**config.mk**
```make
export PLATFORM = sky130hd
export DESIGN_NAME = qvr_sat
export DESIGN_NICKNAME = d
export VERILOG_FILES = /design/src/rtl/qvr_pkg.sv /design/src/rtl/qvr_sat.sv
export SDC_FILE = /design/constraint.sdc
export NUM_CORES = 1
export LEC_CHECK = 0
export ABC_AREA = 1
export BUFFER_PORTS_ARGS = -buffer_cell sky130_fd_sc_hd__clkbuf_2
export CAP_MARGIN = 25
export CORE_AREA = 2 2 98 100
export CTS_CLUSTER_SIZE = 20
export DETAILED_ROUTE_END_ITERATION = 10
export DIE_AREA = 0 0 100 102
export PLACE_DENSITY = 0.73
export SLEW_MARGIN = 20
export SYNTH_ARGS = -nofsm -noshare
export SYNTH_HDL_FRONTEND = slang
export SYNTH_SLANG_ARGS = --single-unit
export TNS_END_PERCENT = 10
```
**constraint.sdc**
```tcl
create_clock -name clk_i -period 4.9 [get_ports clk_i]
set_clock_uncertainty 0.2 [all_clocks]
set_input_delay 0.49 -clock clk_i [delete_from_list [all_inputs] [get_ports clk_i]]
set_output_delay 0.49 -clock clk_i [all_outputs]
set_load 0.05 [all_outputs]
```
**src/rtl/qvr_pkg.sv**
```systemverilog
// Shared types and constants for the quaternion vector rotation pipeline.
// No dependencies; imported by every module under rtl/.
`default_nettype none

package qvr_pkg;

  // Quaternion registers are Q1.x signed, 16 bits
  localparam int unsigned REG_W = 16;
  // Products of two register values
  localparam int unsigned PROD_W = 2 * REG_W;
  // Rotation matrix entries: 2 * (a*b - c*d) needs two bits above a product
  localparam int unsigned MAT_W = PROD_W + 2;
  // Rotated components
  localparam int unsigned OUT_W = 18;
  localparam int unsigned OUT_TDATA_W = ((3 * OUT_W + 7) / 8) * 8;

  localparam int signed OUT_MAX = 131071;
  localparam int signed OUT_MIN = -131072;

  localparam int unsigned VEC_WIDTH_DEF = 16;
  localparam int unsigned QUAT_FRAC_BITS_DEF = 14;

  // Configuration register index
  typedef enum logic [1:0] {
    REG_QUAT_W = 2'd0,
    REG_QUAT_X = 2'd1,
    REG_QUAT_Y = 2'd2,
    REG_QUAT_Z = 2'd3
  } qvr_reg_e;

  // Pairwise products of the quaternion components
  typedef struct packed {
    logic signed [PROD_W-1:0] ww;
    logic signed [PROD_W-1:0] xx;
    logic signed [PROD_W-1:0] yy;
    logic signed [PROD_W-1:0] zz;
    logic signed [PROD_W-1:0] xy;
    logic signed [PROD_W-1:0] wz;
    logic signed [PROD_W-1:0] xz;
    logic signed [PROD_W-1:0] wy;
    logic signed [PROD_W-1:0] yz;
    logic signed [PROD_W-1:0] wx;
  } quat_prod_t;

  // Rotation matrix, row-major: entry r*3+c
  typedef logic [8:0][MAT_W-1:0] mat_t;

endpackage : qvr_pkg

`default_nettype wire

```
**src/rtl/qvr_sat.sv**
```systemverilog
// Output stage: clip each rounded row sum to 18 bits signed, flag clipping,
// and hold the result for the master side. Depends on qvr_pkg.
`default_nettype none

module qvr_sat #(
  parameter int unsigned SUM_W = 64
) (
  input  wire                             clk_i,
  input  wire                             rst_ni,
  input  wire                             in_valid_i,
  output logic                            in_ready_o,
  input  wire [2:0][SUM_W-1:0]            in_sum_i,
  output logic                            out_valid_o,
  input  wire                             out_ready_i,
  output logic [2:0][qvr_pkg::OUT_W-1:0]  out_rot_o,
  output logic                            out_sat_o
);
  import qvr_pkg::*;

  localparam logic signed [SUM_W-1:0] SMAX = SUM_W'(OUT_MAX);
  localparam logic signed [SUM_W-1:0] SMIN = SUM_W'(OUT_MIN);
  localparam logic [OUT_W-1:0] RMAX = OUT_W'(OUT_MAX);
  localparam logic [OUT_W-1:0] RMIN = OUT_W'(OUT_MIN);

  logic                    v5_q;
  logic                    rdy5;
  logic [2:0][OUT_W-1:0]   rot_d, rot_q;
  logic                    sat_d, sat_q;

  assign rdy5       = !v5_q || out_ready_i;
  assign in_ready_o = rdy5;

  always_comb begin
    sat_d = 1'b0;
    for (int c = 0; c < 3; c++) begin
      if ($signed(in_sum_i[c]) > SMAX) begin
        rot_d[c] = RMAX;
        sat_d    = 1'b1;
      end else if ($signed(in_sum_i[c]) < SMIN) begin
        rot_d[c] = RMIN;
        sat_d    = 1'b1;
      end else begin
        rot_d[c] = in_sum_i[c][OUT_W-1:0];
      end
    end
  end

  always_ff @(posedge clk_i or negedge rst_ni) begin
    if (!rst_ni) begin
      v5_q <= 1'b0;
    end else if (rdy5) begin
      v5_q <= in_valid_i;
    end
  end

  always_ff @(posedge clk_i) begin
    if (rdy5 && in_valid_i) begin
      rot_q <= rot_d;
      sat_q <= sat_d;
    end
  end

  assign out_valid_o = v5_q;
  assign out_rot_o   = rot_q;
  assign out_sat_o   = sat_q;

  a_sat_at_limit: assert property (@(posedge clk_i) disable iff (!rst_ni)
    v5_q && sat_q |->
      rot_q[0] == RMAX || rot_q[0] == RMIN || rot_q[1] == RMAX ||
      rot_q[1] == RMIN || rot_q[2] == RMAX || rot_q[2] == RMIN)
    else $error("saturation flag set with no component at a limit");

endmodule : qvr_sat

`default_nettype wire

```
# Yosys cells after proc, flatten, opt, wreduce, memory -nomap -nowiden
# Index checks and enable logic that the tools add are counted.
totals:
  latch_bits: 0
  inputBits: 196
  output_inout_bits: 57
  rom_bits: 0
  ram_bits: 0
  register_bits: 56
  mem_count: 0
classes:
  muxes: 4
  magnitude_cmp: 6
  eq_ne: 0
  n_shift: 0
  multipliers: 0
  bitwise: 0
  div: 0
  addsub: 0
  reduce_logical: 4
ops:
  columns: ["op", "n"]
  rows:
  - ["$gt 64x18->1 const B", 3]
  - ["$lt 64x18->1 const B", 3]
  - ["$mux 18", 3]
  - ["$reduce_or 5->1", 1]
  - ["$logic_and 1x1->1", 1]
  - ["$logic_not 1->1", 1]
  - ["$logic_or 1x1->1", 1]
  - ["$mux 1", 1]

# Logic depth before layout (Yosys ltp)
# Gate-level depths: netlist (run 1).
depth:
  ltp_word: 3
  ltp_mapped: 10
  depth_no_buf: 10

# Worst setup path before layout (run 1)
# OpenSTA, ideal clock, no wires.
synth_path:
  kind: "reg-to-reg"
  from: "reg v5_q, in the netlist out_valid_o"
  to: "reg rot_q (netlist bit out_rot_o[0]), enable pin"
  required_time_ns: 4.214
  setup_slack_ns: 0.863
  arrival_time_ns: 3.351
  stages_incl_launch_ff: 2
  path_buffers: 0
  path_cell_list: "dfrtp_1 -> a21oi_1"
synth_via:
  elab_chain_len: 3
synth_lines:
  columns: ["item", "line", "source"]
  rows:
  - ["start, declared", "qvr_sat.sv:25", "logic v5_q;"]
  - ["start signal, assigned", "qvr_sat.sv:52", "v5_q <= in_valid_i;"]
  - ["$logic_not 1->1", "qvr_sat.sv:30", "assign rdy5 = !v5_q || out_ready_i;"]
  - ["$logic_or 1x1->1", "qvr_sat.sv:30", null]
  - ["$logic_and 1x1->1", "qvr_sat.sv:57", "if (rdy5 && in_valid_i) begin"]
  - ["end signal, assigned", "qvr_sat.sv:58", "rot_q <= rot_d;"]
  - ["end, declared", "qvr_sat.sv:27", "logic [2:0][OUT_W-1:0] rot_d, rot_q;"]
# Every way passes these cells.
# A chain may end at the register's enable or synchronous reset.

# Worst setup path after layout (run 1)
layout_path:
  from: "reg v5_q, in the netlist out_valid_o"
  to: "out in_ready_o"
layout_via:
  elab_chain_len: 2
layout_lines:
  columns: ["item", "line", "source"]
  rows:
  - ["$logic_not 1->1", "qvr_sat.sv:30", null]
  - ["$logic_or 1x1->1", "qvr_sat.sv:30", null]
  - ["end, declared", "qvr_sat.sv:11", "output logic in_ready_o,"]
# Every way passes these cells.

==> flow_metrics.py, run 1 <==
metrics = {
    "placed_design": {
        "pre_cts_ws_ps": 2440,
        "io_buffers": 252,
        "dp_hpwl_mm": 8.04,
        "gp_congestion": 0.954,
    },
    "sta": {
        "max_freq_ghz": 0.557,
        "finalCritPeriodShare": 0.366,
        "hold_violations": 0,
        "relSlewSlack": 0.670,
        "drv_slew": 0,
        "setup-tns-final_ps": 0,
        "whs_ps": 214,
        "finalSetupViolations": 0,
        "rsz0062_at_grt": "false",
        "min_period_ps": 1800,
        "setup_slack_ps": 3100,
        "worst_pin_slew_ps": 495,
    },
    "logic_synthesis": {
        "synth_top_area_cell": "edfxtp_1",
        "synth_area_leaders": "edfxtp_1, nand2_1, nor2_1, nand4_1, inv_1",
        "yosysWarnings": 0,
        "yosysTopAreaCellShare": 0.516,
        "synth_cells": 439,
        "yosysSeqAreaShare": 0.523,
        "yosys.cell_count.top_type": "nand2_1",
        "synthesis.nets": 635,
        "synth_edf_count": 55,
        "syn_area_um2": 3200,
        "synth.distinct_cells": 15,
        "syn_avg_cell_area_um2": 7.30,
        "ys.flop_type": "edfxtp_1",
        "synth_seq_cells": 56,
        "synthArstFlopShare": 0.0179,
        "netlist_top_cells_count": "nand2_1, nor2_1, edfxtp_1",
    },
    "critical_path": {
        "required_ps": 4210,
        "endpoint_kind": "output pin",
        "worst-setup-path-type": "reg2out",
        "critPathMaxFanout": 3,
        "cp-start-kind": "flip-flop",
        "cp_data_arrival_time_ps": 1110,
    },
    "route": {
        "num_vias": 3625,
        "dr.pass1.iters": 4,
        "drt_iter0_markers": 130,
        "ant_nets": 0,
        "route.detailed.drc": 0,
        "totalWireLength_mm": 9.49,
        "viasPerCell": 4.51,
        "wl_per_cell_um": 11.8,
    },
    "global_routing": {
        "grt_antenna_before_repair": 0,
        "grtUsageTotal": 0.178,
        "gr-total-overflow": 0,
        "grt_pass1_vias": 3488,
        "grt_pass1_wl_mm": 14.7,
        "grt_max_degree": 35,
    },
    "floorplanning": {
        "row_count": 35,
        "ios": 253,
        "die_area_um2": 10200,
        "die_x_um": 100,
        "dieHeight_um": 102,
        "core_um2": 9110,
        "start_util": 0.352,
    },
    "clocking": {
        "post_cts_resized": 0,
        "h-tree-depth": 2,
        "clk_path_buf_depth": 2,
        "cts.clk_slew.worst_paths_ps": 90,
        "cts_buffers": 5,
        "hold_buffers": 1,
        "cts-root-buf": "clkbuf_8",
        "cts.sinks": 56,
        "cts_setup_buffers": 0,
        "clock_latency_ps": 300,
        "cts_tree": "built",
    },
    "cells_and_area": {
        "seq_area_um2": 1680,
        "fillCellCount": 923,
        "syn_to_final_growth_pct": 46.7,
        "antenna_cells": 0,
        "multiInputGateArea_um2": 1430,
        "nNetsFinal": 888,
        "drive_above_1_share": 0.387,
    },
    "power": {
        "power.density_nw_per_um2": 245,
        "vdd_ir_drop_max_mv": 0.118,
        "p_leak_nw": 2.34,
    },
    "hold_path": {
        "worst_hold_path_type": "in2reg",
    },
    "outcome": {
        "outcome": "complete, no violations",
    },
    "job": {
        "drv_cap": 0,
    },
}
-- layer usage --
metal | global-route usage | routed length (um) | vias up
met4 | 0.0580 | 136 | 0
met1 | 0.204 | 3710 | 1584
li1 | - | - | 1893
met2 | 0.338 | 5040 | 138
met5 | 0 | 0 | -
met3 | 0.0267 | 600 | 10
-- metrics by stage --
step / cells / area (um2) / power (mW) / utilization
after floorplan: 439 / 3200 / 0.745 / -
after global placement: 794 / 4560 / 0.865 / 0.500
after detailed placement: 794 / 4560 / 0.873 / 0.500
after CTS: 803 / 4670 / 1.16 / 0.513
after global routing: 804 / 4700 / 1.21 / 0.516
final: 804 / 4700 / 1.15 / 0.516
-- area by class of cell --
class | count | area share
clock buffer | 7 | 0.0162
tap | 111 | 0.0296
inverter | 10 | 0.00799
timing repair buffer | 255 | 0.278
clock inverter | 1 | 0.00639
multi-input combinational | 364 | 0.305
sequential | 56 | 0.357
-- kinds of logic (layout without fill, tap and decap cells) --
logic type / after synthesis / count (layout) / share of synthesized area
and+or+nand+nor: 363 / 363 / 0.443
DFF: 56 / 56 / 0.523
buffers and inverters: 19 / 273 / 0.0324
AOI/OAI and AO/OA: 1 / 1 / 0.00156
-- power breakdown --
group / total [mW] / internal [mW] / switching [mW] / leakage (nW)
Sequential: 0.567 / 0.559 / 0.00781 / 0.519
Combinational: 0.297 / 0.102 / 0.195 / 1.77
Clock: 0.289 / 0.153 / 0.136 / 0.0524
-- registers in the layout, summed over array words and instances, names as in the netlist --
name / count
out_valid_o: 1
out_sat_o: 1
out_rot_o: 54
-- worst max-delay path, cell delays in order (launching register included) --
cell,delay [ps]
dfrtp_1,430
nand2_1,100
clkbuf_2,270
-- path summary, 6_finish.rpt --
path                              from       endpoint  slack (ps)  depth (start not counted)
max                        out_valid_o     in_ready_o        3100                          2
min                         in_valid_i    out_valid_o         210                          3
max reg2reg                out_valid_o  out_rot_o[40]        3110                          2
min reg2reg                out_valid_o    out_valid_o         390                          2
max in group asynchronous       rst_ni    out_valid_o        4110                          2
min in group asynchronous       rst_ni    out_valid_o         310                          2
-- placed cells by master (no fill, tap or decap), drive strengths merged --
master | netlist | routed
a21oi | 1 | 1
buf | 8 | 2
bufinv | 0 | 1
clkbuf | 1 | 259
dfrtp | 1 | 1
dlygate4sd3 | 0 | 1
edfxtp | 55 | 55
inv | 10 | 10
nand2 | 221 | 221
nand3 | 7 | 7
nand4 | 8 | 8
nor2 | 122 | 122
nor3 | 5 | 5
(Power assumes the default switching activity.)
==> inputs of run 2 (changes only) <==
--- a/config.mk
+++ b/config.mk
@@ -5,14 +5,14 @@
 export SDC_FILE = /design/constraint.sdc
 export NUM_CORES = 1
 export LEC_CHECK = 0
-export ABC_AREA = 1
+export ABC_AREA = 0
 export BUFFER_PORTS_ARGS = -buffer_cell sky130_fd_sc_hd__clkbuf_2
 export CAP_MARGIN = 25
 export CORE_AREA = 2 2 98 100
 export CTS_CLUSTER_SIZE = 20
 export DETAILED_ROUTE_END_ITERATION = 10
 export DIE_AREA = 0 0 100 102
-export PLACE_DENSITY = 0.73
+export PLACE_DENSITY = 0.69
 export SLEW_MARGIN = 20
 export SYNTH_ARGS = -nofsm -noshare
 export SYNTH_HDL_FRONTEND = slang
==> constraint.sdc (replaced) <==
create_clock -name clk_i -period 1.85 [get_ports clk_i]
set_clock_uncertainty 0.2 [all_clocks]
set_input_delay 0.185 -clock clk_i [delete_from_list [all_inputs] [get_ports clk_i]]
set_output_delay 0.185 -clock clk_i [all_outputs]
set_load 0.05 [all_outputs]
==> run 2 against run 1 <==
  * Synthesized area is 11% lower
  * Clock power is 130% higher
  * Utilization is 1.7 points higher
  * Non-clock buffer count is 50 higher
  * Final area is 3.4% higher
  * Critical endpoint is now out_sat_o
  * Highest routed layer unchanged
==> flow_metrics.py, run 2 <==
metrics = {
    "logic_synthesis": {
        "synthesis.nets": 472,
        "synthArstFlopShare": 0.0179,
        "syn_avg_cell_area_um2": 10.3,
        "synth.distinct_cells": 23,
        "ys.flop_type": "edfxtp_1",
        "syn_area_um2": 2850,
        "synth_top_area_cell": "edfxtp_1",
        "yosysSeqAreaShare": 0.588,
        "synth_seq_cells": 56,
        "synth_cells": 276,
        "netlist_top_cells_count": "nand2_1, edfxtp_1, nand4_1",
        "yosys.cell_count.top_type": "nand2_1",
        "yosysWarnings": 0,
        "synth_edf_count": 55,
        "yosysTopAreaCellShare": 0.579,
        "synth_area_leaders": "edfxtp_1, nand4_1, nand2_1, nor4_1, o21ai_0",
    },
    "critical_path": {
        "worst-setup-path-type": "in2reg",
        "r2r-end": "out_rot_o[31]",
        "endpoint": "out_sat_o",
        "endpoint_kind": "flip-flop",
        "timing.rr.start": "out_valid_o",
        "cp_data_arrival_time_ps": 1520,
        "r2r_slack_ps": 380,
        "worst_r2r_path_depth": 3,
        "critPathMaxFanout": 2,
        "required_ps": 1690,
        "startpoint": "in_sum_i[101]",
        "cp-start-kind": "input pin",
    },
    "cells_and_area": {
        "final_cell_mix": "clkbuf_2, nand2_1, edfxtp_1",
        "nNetsFinal": 771,
        "drive_above_1_share": 0.495,
        "utilization": 0.533,
        "fin_cells": 687,
        "antenna_cells": 0,
        "syn_to_final_growth_pct": 70.3,
        "fillCellCount": 840,
        "largest_register_ffs": 54,
        "fin_area_um2": 4860,
        "final_common_cell": "clkbuf_2",
    },
    "floorplanning": {
        "die_x_um": 100,
        "die_area_um2": 10200,
        "core_um2": 9110,
        "dieHeight_um": 102,
        "ios": 253,
        "start_util": 0.313,
        "row_count": 35,
    },
    "route": {
        "ant_nets": 0,
        "totalWireLength_mm": 10.3,
        "wl_per_cell_um": 15.1,
        "route.detailed.drc": 0,
        "dr.pass1.iters": 4,
        "num_vias": 3464,
        "drt_iter0_markers": 131,
        "viasPerCell": 5.04,
    },
    "global_routing": {
        "gr-total-overflow": 0,
        "grt_max_degree": 56,
        "grt_antenna_before_repair": 0,
        "grt_pass1_vias": 3514,
        "grt_pass1_wl_mm": 15.9,
        "grtUsageTotal": 0.197,
    },
    "clocking": {
        "cts.sinks": 56,
        "clk_path_buf_depth": 2,
        "cts_buffers": 5,
        "cts_tree": "built",
        "cts_setup_buffers": 0,
        "h-tree-depth": 2,
        "clock_latency_ps": 300,
        "cts.clk_slew.worst_paths_ps": 100,
        "cts-root-buf": "clkbuf_8",
    },
    "placed_design": {
        "place_inst": 640,
        "dp_hpwl_mm": 8.13,
        "placed_area_um2": 4380,
        "pre_cts_ws_ps": -179,
        "io_buffers": 252,
        "gp_congestion": 1.02,
    },
    "job": {
        "drv_cap": 0,
    },
    "power": {
        "power.density_nw_per_um2": 617,
        "vdd_ir_drop_max_mv": 0.311,
        "p_leak_nw": 2.24,
    },
    "sta": {
        "setup-tns-final_ps": 0,
        "finalSetupViolations": 0,
        "max_freq_ghz": 0.596,
        "worst_pin_slew_ps": 333,
        "min_period_ps": 1680,
        "hold_violations": 0,
        "drv_slew": 0,
        "rsz0062_at_grt": "false",
        "setup_slack_ps": 173,
        "finalCritPeriodShare": 0.907,
        "relSlewSlack": 0.776,
    },
    "hold_path": {
        "worst_hold_path_type": "in2reg",
    },
    "outcome": {
        "outcome": "complete, no violations",
    },
}
run 2: final cells by class:
cell class	count	area, um2	share of cell area
tap	111	139	0.0286
timing repair buffer	305	1830	0.377
inverter	17	63.8	0.0131
clock inverter	3	17.5	0.00361
multi-input combinational	190	1060	0.218
clock buffer	5	68.8	0.0142
sequential	56	1680	0.345
run 2: kinds of logic (layout without fill, tap and decap cells):
logic type / count (synthesis) / count (layout) / synth area share
buf+inv: 30 / 330 / 0.0478
simple gates: 169 / 169 / 0.311
compound gates: 21 / 21 / 0.0539
flops: 56 / 56 / 0.588
run 2: metrics by stage:
stage / power [mW] / hold slack (ps)
4_1_cts: 3.02 / 3.68
3_3_place_gp: 2.28 / -240
5_1_grt: 3.13 / 4.15
6_report: 3.00 / 14.3
3_5_place_dp: 2.29 / -231
2_1_floorplan: 1.91 / -311
run 2: worst max-delay path, stage by stage:
cell,delay [ps]
clkbuf_2,110
nand4_1,90
or4_1,590
nor3_1,290
buf_4,160
o2111ai_2,90
run 2: worst min path at each step:
| stage | startpoint | cells past startpoint | to | slack (ps) |
|---|---|---|---|---|
| CTS | in_sum_i[63] | 2 | out_rot_o[17] | 4 |
| global route | in_sum_i[63] | 2 | out_rot_o[17] | 4 |
| finish | in_sum_i[12] | 3 | out_rot_o[12] | 10 |
| detailed placement | rst_ni | 1 | out_valid_o | -230 |
| global placement | rst_ni | 1 | out_valid_o | -240 |
| floorplan | rst_ni | 0 | out_valid_o | -310 |
run 2: report_power, final:
part           switching (mW)  leakage (nW)  internal, mW
clock                   0.396        0.0460         0.266
sequential             0.0222         0.518          1.48
combinational           0.505          1.68         0.328
run 2: metal layers:
layer  part of all wire  track usage
met5                  0            0
met4              0.011       0.0485
met1               0.38        0.225
met3              0.079       0.0315
met2               0.53        0.384
run 2: timing repair:
| action | in CTS | in global routing |
|---|---|---|
| hold endpoints to repair | 37 | 0 |
| hold buffers | 39 | 0 |
| gates resized for setup | 0 | 1 |
| endpoints found under the setup margin | 0 | 15 |
==> inputs of run 3 (changes only) <==
--- a/config.mk
+++ b/config.mk
@@ -12,7 +12,7 @@
 export CTS_CLUSTER_SIZE = 20
 export DETAILED_ROUTE_END_ITERATION = 10
 export DIE_AREA = 0 0 100 102
-export PLACE_DENSITY = 0.69
+export PLACE_DENSITY = 0.71
 export SLEW_MARGIN = 20
 export SYNTH_ARGS = -nofsm -noshare
 export SYNTH_HDL_FRONTEND = slang
==> constraint.sdc (replaced) <==
create_clock -name clk_i -period 1.5 [get_ports clk_i]
set_clock_uncertainty 0.2 [all_clocks]
set_input_delay 0.15 -clock clk_i [delete_from_list [all_inputs] [get_ports clk_i]]
set_output_delay 0.15 -clock clk_i [all_outputs]
set_load 0.05 [all_outputs]
==> run 3 against run 2 <==
  * Sequential cell count stayed put
  * Sequential share of layout area fell by 2.2 points
  * The run now ends with negative hold slack, negative setup slack left
  * Via count increased by 3.6%
  * Combinational power increased by 34%
==> flow_metrics.py, run 3 (synthesized netlist as in run 2, its figures left out) <==
metrics = {
    "power": {
        "combPwrFrac": 0.294,
        "pwr-share-seq": 0.490,
        "vdd_ir_drop_max_mv": 0.398,
        "p_clk_frac": 0.216,
        "power_mw": 3.79,
        "internal_power_mw": 2.62,
        "p_leak_nw": 2.36,
        "power.density_nw_per_um2": 730,
        "swShare": 0.309,
        "netSwitchingPower_mw": 1.17,
    },
    "cells_and_area": {
        "final_common_cell": "clkbuf_2",
        "drive_above_1_share": 0.524,
        "fillCellCount": 794,
        "final_cell_mix": "clkbuf_2, nand2_1, edfxtp_1",
        "seq_area_um2": 1680,
        "largest_register_ffs": 54,
        "nNetsFinal": 789,
        "antenna_cells": 0,
        "syn_to_final_growth_pct": 81.7,
        "multiInputGateArea_um2": 1180,
        "fin_area_um2": 5180,
    },
    "route": {
        "ant_nets": 0,
        "wl_per_cell_um": 15.7,
        "viasPerCell": 5.09,
        "drt_iter0_markers": 83,
        "route.detailed.drc": 0,
        "totalWireLength_mm": 11.1,
        "num_vias": 3589,
        "dr.pass1.iters": 4,
    },
    "outcome": {
        "outcome": "finished, violations left",
        "violations": "negative hold slack, negative setup slack",
    },
    "sta": {
        "setup-tns-final_ps": -1450,
        "whs_ps": -11.9,
        "setup_slack_ps": -86.3,
        "finalSetupViolations": 35,
        "worst_pin_slew_ps": 324,
        "relSlewSlack": 0.785,
        "drv_slew": 0,
        "rsz0062_at_grt": "true",
        "min_period_ps": 1590,
        "finalCritPeriodShare": 1.06,
        "max_freq_ghz": 0.630,
        "hold_violations": 2,
    },
    "clocking": {
        "cts_tree": "built",
        "cts.clk_slew.worst_paths_ps": 100,
        "clk_path_buf_depth": 2,
        "h-tree-depth": 2,
        "cts_buffers": 5,
        "cts-root-buf": "clkbuf_8",
        "cts.sinks": 56,
        "clock_latency_ps": 300,
    },
    "floorplanning": {
        "die_area_um2": 10200,
        "ios": 253,
        "core_um2": 9110,
        "dieHeight_um": 102,
        "start_util": 0.313,
        "die_x_um": 100,
        "row_count": 35,
    },
    "critical_path": {
        "required_ps": 1360,
        "cp-start-kind": "input pin",
        "critPathMaxFanout": 13,
        "worst-setup-path-type": "in2reg",
        "cp_data_arrival_time_ps": 1450,
        "critPathBufInv": 2,
        "critPathTopFamily": "simple AND/OR/NAND/NOR gates",
        "critPathMaxStageDelay_ps": 540,
        "endpoint_kind": "flip-flop",
        "crit_chain": "clkbuf_2 -> or4_4 -> nor4_4 -> a41o_2 -> buf_12 -> nand2_1",
        "cpMaxStageDelayCell": "or4_4",
    },
    "placed_design": {
        "io_buffers": 252,
        "gp_congestion": 0.985,
        "pre_cts_ws_ps": -453,
        "dp_hpwl_mm": 8.25,
        "placed_area_um2": 4410,
    },
    "global_routing": {
        "gr-total-overflow": 0,
        "grt_pass1_vias": 3685,
        "grt_pass1_wl_mm": 16.4,
        "grt_antenna_before_repair": 0,
        "grt_max_degree": 33,
        "grtUsageTotal": 0.203,
    },
    "job": {
        "drv_cap": 0,
    },
    "hold_path": {
        "worst_hold_path_type": "in2reg",
    },
}
[run 3: path summary, 6_finish.rpt]
kind                                    start            end  slack [ps]  cells after the start
worst max-delay path            in_sum_i[165]  out_rot_o[44]         -90                      6
worst min-delay path              in_sum_i[7]   out_rot_o[7]         -10                      3
worst max register to register    out_valid_o  out_rot_o[13]         100                      3
worst min register to register    out_valid_o    out_valid_o         570                      3
max in group asynchronous              rst_ni    out_valid_o         490                      3
min in group asynchronous              rst_ni    out_valid_o         500                      3
[run 3: metal layers]
metal,GRT usage,part of all wire,vias to the layer above
li1,-,-,1706
met1,0.216,0.37,1642
met2,0.404,0.52,216
met3,0.0342,0.081,25
met4,0.0664,0.027,0
met5,0,0,-
[run 3: area by class of cell]
class	count	area share
multi-input combinational	192	0.228
sequential	56	0.324
clock inverter	3	0.00410
clock buffer	5	0.0133
inverter	17	0.0123
tap	111	0.0268
timing repair buffer	321	0.392
[run 3: worst reg2reg max path: cells and delay by family, from the launching register on]
| kind | cells | cell delay, ps |
|---|---|---|
| simple gates | 2 | 250 |
| flops | 1 | 440 |
| buf+inv | 1 | 200 |
[run 3: timing repair]
| action | 4_1_cts | 5_1_grt |
|---|---|---|
| endpoints found under the setup margin | 52 | 53 |
| buffers inserted | 0 | 1 |
| resized for setup | 6 | 42 |
| pin swaps | 6 | 18 |
| endpoints found under the hold margin | 48 | 0 |
| gates cloned | 0 | 2 |
| hold buffers | 50 | 0 |
[run 3: power by group through the flow]
stage	clock, mW	combinational, mW	sequential, mW
after global routing	0.900	1.19	1.86
after global placement	0	0.931	1.89
after CTS	0.853	1.06	1.85
after floorplan	0	0.177	2.18
after detailed placement	0	0.950	1.89
final	0.817	1.12	1.85
[run 3: metrics by stage]
| step | utilization | std cells |
|---|---|---|
| floorplan | - | 276 |
| global route | 0.569 | 705 |
| CTS | 0.551 | 702 |
| detailed placement | 0.484 | 644 |
| finish | 0.569 | 705 |
| global placement | 0.484 | 644 |
